===== src/rtl/lcwc_pkg.sv =====
// ----------------------------------------------------------------------------
// lcwc_pkg
// Shared types and constants of the layer clipped weighted centroid core.
// ----------------------------------------------------------------------------
package lcwc_pkg;

    localparam int COORD_BITS_DEF    = 20;
    localparam int FRACTION_BITS_DEF = 16;
    localparam int RADIUS_BITS       = 19;
    localparam int ENERGY_BITS       = 20;
    localparam int TIME_BITS         = 16;
    localparam int SUM_BITS          = 64;
    localparam int WEIGHT_BITS       = 48;
    localparam int INDEX_BITS        = 2;
    localparam int DIV_NUM_BITS      = 64;
    localparam int DIV_DEN_BITS      = WEIGHT_BITS + 1;

    // Configuration register indexes
    localparam logic [INDEX_BITS-1:0] REG_INNER_RADIUS = 2'd0;
    localparam logic [INDEX_BITS-1:0] REG_OUTER_RADIUS = 2'd1;

    typedef enum logic [4:0] {
        ST_IDLE,
        ST_RIN,
        ST_ROUT,
        ST_AX,
        ST_AY,
        ST_BX,
        ST_BY,
        ST_ORD,
        ST_CLS,
        ST_SRCH,
        ST_LX,
        ST_LY,
        ST_SQX,
        ST_SQY,
        ST_CMP,
        ST_SPAN,
        ST_W,
        ST_LRP,
        ST_LRA,
        ST_SW,
        ST_SWA,
        ST_TW,
        ST_TWA,
        ST_FIN,
        ST_DIV,
        ST_DWAIT,
        ST_OUT
    } lcwc_state_t;

endpackage


===== src/rtl/lcwc_div.sv =====
// ----------------------------------------------------------------------------
// lcwc_div
// Restoring unsigned divider, one quotient bit per cycle.
// ----------------------------------------------------------------------------
module lcwc_div
    import lcwc_pkg::*;
(
    input  logic                    clk,
    input  logic                    rst_n,
    input  logic                    start,
    input  logic [DIV_NUM_BITS-1:0] dividend,
    input  logic [DIV_DEN_BITS-1:0] divisor,
    output logic                    done,
    output logic [DIV_NUM_BITS-1:0] quotient
);

    localparam int CNT_BITS = $clog2(DIV_NUM_BITS + 1);

    logic [DIV_DEN_BITS-1:0] rem_reg;
    logic [DIV_NUM_BITS-1:0] quo_reg;
    logic [CNT_BITS-1:0]     cnt_reg;
    logic                    run_reg;
    logic                    done_reg;
    logic [DIV_DEN_BITS:0]   trial;
    logic                    fits;

    // Shift in the next dividend bit and test against the divisor
    assign trial = {rem_reg, quo_reg[DIV_NUM_BITS-1]};
    assign fits  = trial >= {1'b0, divisor};

    // Control: bit counter and completion strobe
    always_ff @(posedge clk or negedge rst_n)
    begin
        if (!rst_n)
        begin
            run_reg  <= 1'b0;
            done_reg <= 1'b0;
            cnt_reg  <= '0;
        end
        else
        begin
            done_reg <= 1'b0;
            if (start)
            begin
                run_reg <= 1'b1;
                cnt_reg <= CNT_BITS'(DIV_NUM_BITS);
            end
            else if (run_reg)
            begin
                cnt_reg <= cnt_reg - 1'b1;
                if (cnt_reg == CNT_BITS'(1))
                begin
                    run_reg  <= 1'b0;
                    done_reg <= 1'b1;
                end
            end
        end
    end

    // Datapath: partial remainder and quotient shift register
    always_ff @(posedge clk)
    begin
        if (start)
        begin
            rem_reg <= '0;
            quo_reg <= dividend;
        end
        else if (run_reg)
        begin
            rem_reg <= fits ? DIV_DEN_BITS'(trial - {1'b0, divisor})
                            : DIV_DEN_BITS'(trial);
            quo_reg <= {quo_reg[DIV_NUM_BITS-2:0], fits};
        end
    end

    assign done     = done_reg;
    assign quotient = quo_reg;

endmodule


===== config.mk =====
export PLATFORM = sky130hd
export DESIGN_NAME = lcwc_div
export DESIGN_NICKNAME = d
export VERILOG_FILES = /design/src/rtl/lcwc_pkg.sv /design/src/rtl/lcwc_div.sv
export SDC_FILE = /design/constraint.sdc
export NUM_CORES = 1
export LEC_CHECK = 0
export BUFFER_PORTS_ARGS = -buffer_cell sky130_fd_sc_hd__buf_4
export CORE_MARGIN = 1.5
export CORE_UTILIZATION = 45
export DETAILED_ROUTE_END_ITERATION = 6
export PLACE_DENSITY = 0.68
export SETUP_SLACK_MARGIN = 0.15
export SYNTH_ARGS = -nofsm -noshare
export SYNTH_HDL_FRONTEND = slang
export SYNTH_SLANG_ARGS = --single-unit

===== constraint.sdc =====
create_clock -name clk -period 3.5 [get_ports clk]
set_input_delay 0.175 -clock clk [delete_from_list [all_inputs] [get_ports clk]]
set_output_delay 0.175 -clock clk [all_outputs]
set_load 0.03 [all_outputs]

==> flow_summary.ini <==
[outcome]
run_status = finished, final reports clean

[floorplanning]
die_x_um = 139
fp.coreArea_um2 = 18000
die_y_um = 139
rows = 49
dieArea_um2 = 19300
start_util = 0.460
io_pins = 181

[global_route]
grt_overflow = 0
grt_pass1_wl_mm = 35.1
antenna_found_initial = 0
grt_usage = 0.225
grt_pass1_vias = 7028
grt_max_degree = 119

[yosys]
syn-instance-count = 920
ys_seq_area_frac = 0.377
synth-simple-area-share = 0.156
ys_ff_latch = 122
synth_edf_count = 64
async_flop_share = 0.0738
synth_area_um2 = 8300
syn-num-nets = 1088
avgSynthCellArea_um2 = 9.02
synth_xor_area_frac = 0.0454
synth_compound_area_frac = 0.188
synth-adder-area-share = 0.0793
ys_types = 66
synth_top_family_by_area = compound AO/OA/AOI/OAI gates
synthFlopType = edfxtp_1
yosys_warnings = 0
synthMuxAreaShare = 0.0932

[timing]
period_minus_slack_ps = 3210
worst_pin_slew_ps = 935
fin_tns_setup_ps = 0
hold_violations = 0
setup_viol = 0
worst_slew_margin_rel = 0.377
max_freq_ghz = 0.311
rsz0062_at_grt = true
fin_crit_sh = 0.918
hold_ws_ps = 49.2
clock_skew_ps = 6.16
maxSlewViolCount = 0

[detailed_routing]
drt_iter0_drc = 483
vias_per_cell = 5.47
drt-pass1-iter-count = 5
routed_wl_mm = 21.7
num_vias = 7271
drcViolationCount = 0
final_antenna_net_count = 0
wire_per_inst_um = 16.3

[clock_network]
clock_latency_ps = 420
cts_max_path_buffers = 2
cts_num_sinks = 122
htree_num_levels = 4
cts-root-buf = clkbuf_16
clkTransAtPathRegs_ps = 60
numCtsBuffers = 17
cts_tree = done

[finish]
fillCellCount = 1645
fin_nets = 1255
final_common_cell = buf_4
area_growth_pct = 27.2
antenna_cells = 0
multi_input_area_um2 = 4770
final_cell_mix = buf_4, nand2_1, nor2_1, inv_1, mux2_2
largest_register_ffs = 64
ff_latch_area_um2 = 3130
stdcell_area_um2 = 10600
drive_above_1_share = 0.306

[worst_setup_path]
r2r-start = quotient[63]
setup.worst_path.class = reg2reg
reg2reg_depth = 15
crit_arrival_ps = 3540
r2r_slack_ps = 290
rr_endpoint = rem_reg[45]
critPathRequiredTime_ps = 3830
cp_max_fo = 6
cp-end-kind = register
cp-startpoint = quotient[63]
cp-start-kind = register

[worst_hold_path]
hp-start = dividend[41]
whs_path_depth = 2
min_to = quotient[41]
hold_class = in2reg

[placement]
dpl_cell_area_um2 = 9840
dp_hpwl_mm = 15.5
gp_congestion = 0.876
portBuffers = 180

[pwr]
comb_power_share = 0.506
p_int_uw = 4660
seq_power_share = 0.275
power_frac_clock = 0.219
power.share.switching = 0.417
ir_drop_mv = 0.437
power.density_nw_per_um2 = 757
p_leak_uw = 0.00464
power.switching_uw = 3330

[run]
max-cap-violations = 0
## repair_timing
item,4_1_cts,5_1_grt
hold buffers,1,0
endpoints found under the hold margin,9,0
buffers inserted,0,3
gates resized for setup,1,21
setup endpoints to repair,2,47
gates cloned,0,1
pin swaps,0,4
## power by group through the flow
stage / logic [uW] / registers (uW) / clock network (uW)
CTS: 3890 / 2200 / 1780
global route: 4460 / 2260 / 1850
detailed placement: 3850 / 2220 / 0
global placement: 3840 / 2210 / 0
floorplan: 2690 / 2390 / 0
finish: 4050 / 2200 / 1750
## layout make-up
type | instances | share of cell area
clock inverter | 15 | 0.0142
sequential | 122 | 0.296
tap | 229 | 0.0271
inverter | 67 | 0.0238
timing repair buffer | 203 | 0.146
clock buffer | 17 | 0.0403
multi-input combinational | 676 | 0.452
## metal layers
layer	up-vias	wire length, um	track usage
li1	3643	-	-
met2	167	10700	0.378
met5	-	0	0
met1	3435	9850	0.295
met4	0	282	0.0570
met3	26	871	0.0483
## kinds of logic (layout without fill, tap and decap cells)
group | after synthesis | in the layout
AO/OA/AOI/OAI | 226 | 226
XOR/XNOR | 43 | 43
adder cells (fa/ha/maj) | 52 | 52
buffers and inverters | 123 | 302
flip-flops | 122 | 122
multiplexers | 69 | 69
AND/OR/NAND/NOR | 285 | 286
## synthesized netlist by cell type, types with 4 or more instances
cell | instances | share of area
or3_1 | 5 | 0.0038
o211ai_1 | 8 | 0.0072
dfrtp_1 | 9 | 0.027
a31oi_1 | 8 | 0.0060
edfxtp_1 | 64 | 0.23
xnor2_1 | 28 | 0.030
o21ai_1 | 4 | 0.0024
nor2b_1 | 12 | 0.0090
o21ai_0 | 33 | 0.020
xor2_1 | 15 | 0.016
a211oi_1 | 10 | 0.0090
inv_1 | 67 | 0.030
buf_2 | 23 | 0.014
nand4_1 | 15 | 0.011
nor3_1 | 11 | 0.0066
mux2_2 | 65 | 0.088
and3_1 | 4 | 0.0030
nand2b_1 | 8 | 0.0060
a311oi_1 | 35 | 0.037
nor2_1 | 77 | 0.035
a21oi_1 | 62 | 0.037
clkbuf_1 | 29 | 0.013
o21bai_1 | 9 | 0.0081
a21o_1 | 21 | 0.019
o21a_1 | 7 | 0.0063
dfxtp_1 | 49 | 0.12
nand2_1 | 121 | 0.055
nor4_1 | 4 | 0.0030
nand3_1 | 11 | 0.0066
ha_1 | 51 | 0.077
## critical path, stage by stage, from the launching register on
cell and delay, ps:
edfxtp_1 410, inv_1 80, ha_1 160, inv_1 60
fa_1 430, a211oi_2 250, o21bai_1 120, a21oi_2 190
o21ai_2 120, nor3b_2 210, o21ai_2 230, and2_4 260
buf_4 160, or3_1 100, mux2i_1 80, o31ai_1 260
## how the worst max path moves through the flow
stage	to	slack, ps	depth (start not counted)
6_report	rem_reg[45]	290	15
5_1_grt	rem_reg[7]	100	11
3_3_place_gp	rem_reg[47]	260	11
3_5_place_dp	rem_reg[47]	170	11
2_1_floorplan	rem_reg[48]	330	14
4_1_cts	rem_reg[19]	150	15
## stage by stage
| stage | util | total power, uW | instances | setup slack, ps |
|---|---|---|---|---|
| 2_1_floorplan | - | 5080 | 920 | 333 |
| 3_3_place_gp | 0.546 | 6050 | 1292 | 260 |
| 3_5_place_dp | 0.546 | 6070 | 1292 | 173 |
| 4_1_cts | 0.579 | 7870 | 1325 | 146 |
| 5_1_grt | 0.586 | 8570 | 1329 | 95.0 |
| 6_report | 0.586 | 8000 | 1329 | 286 |
(Power assumes the default switching activity.)
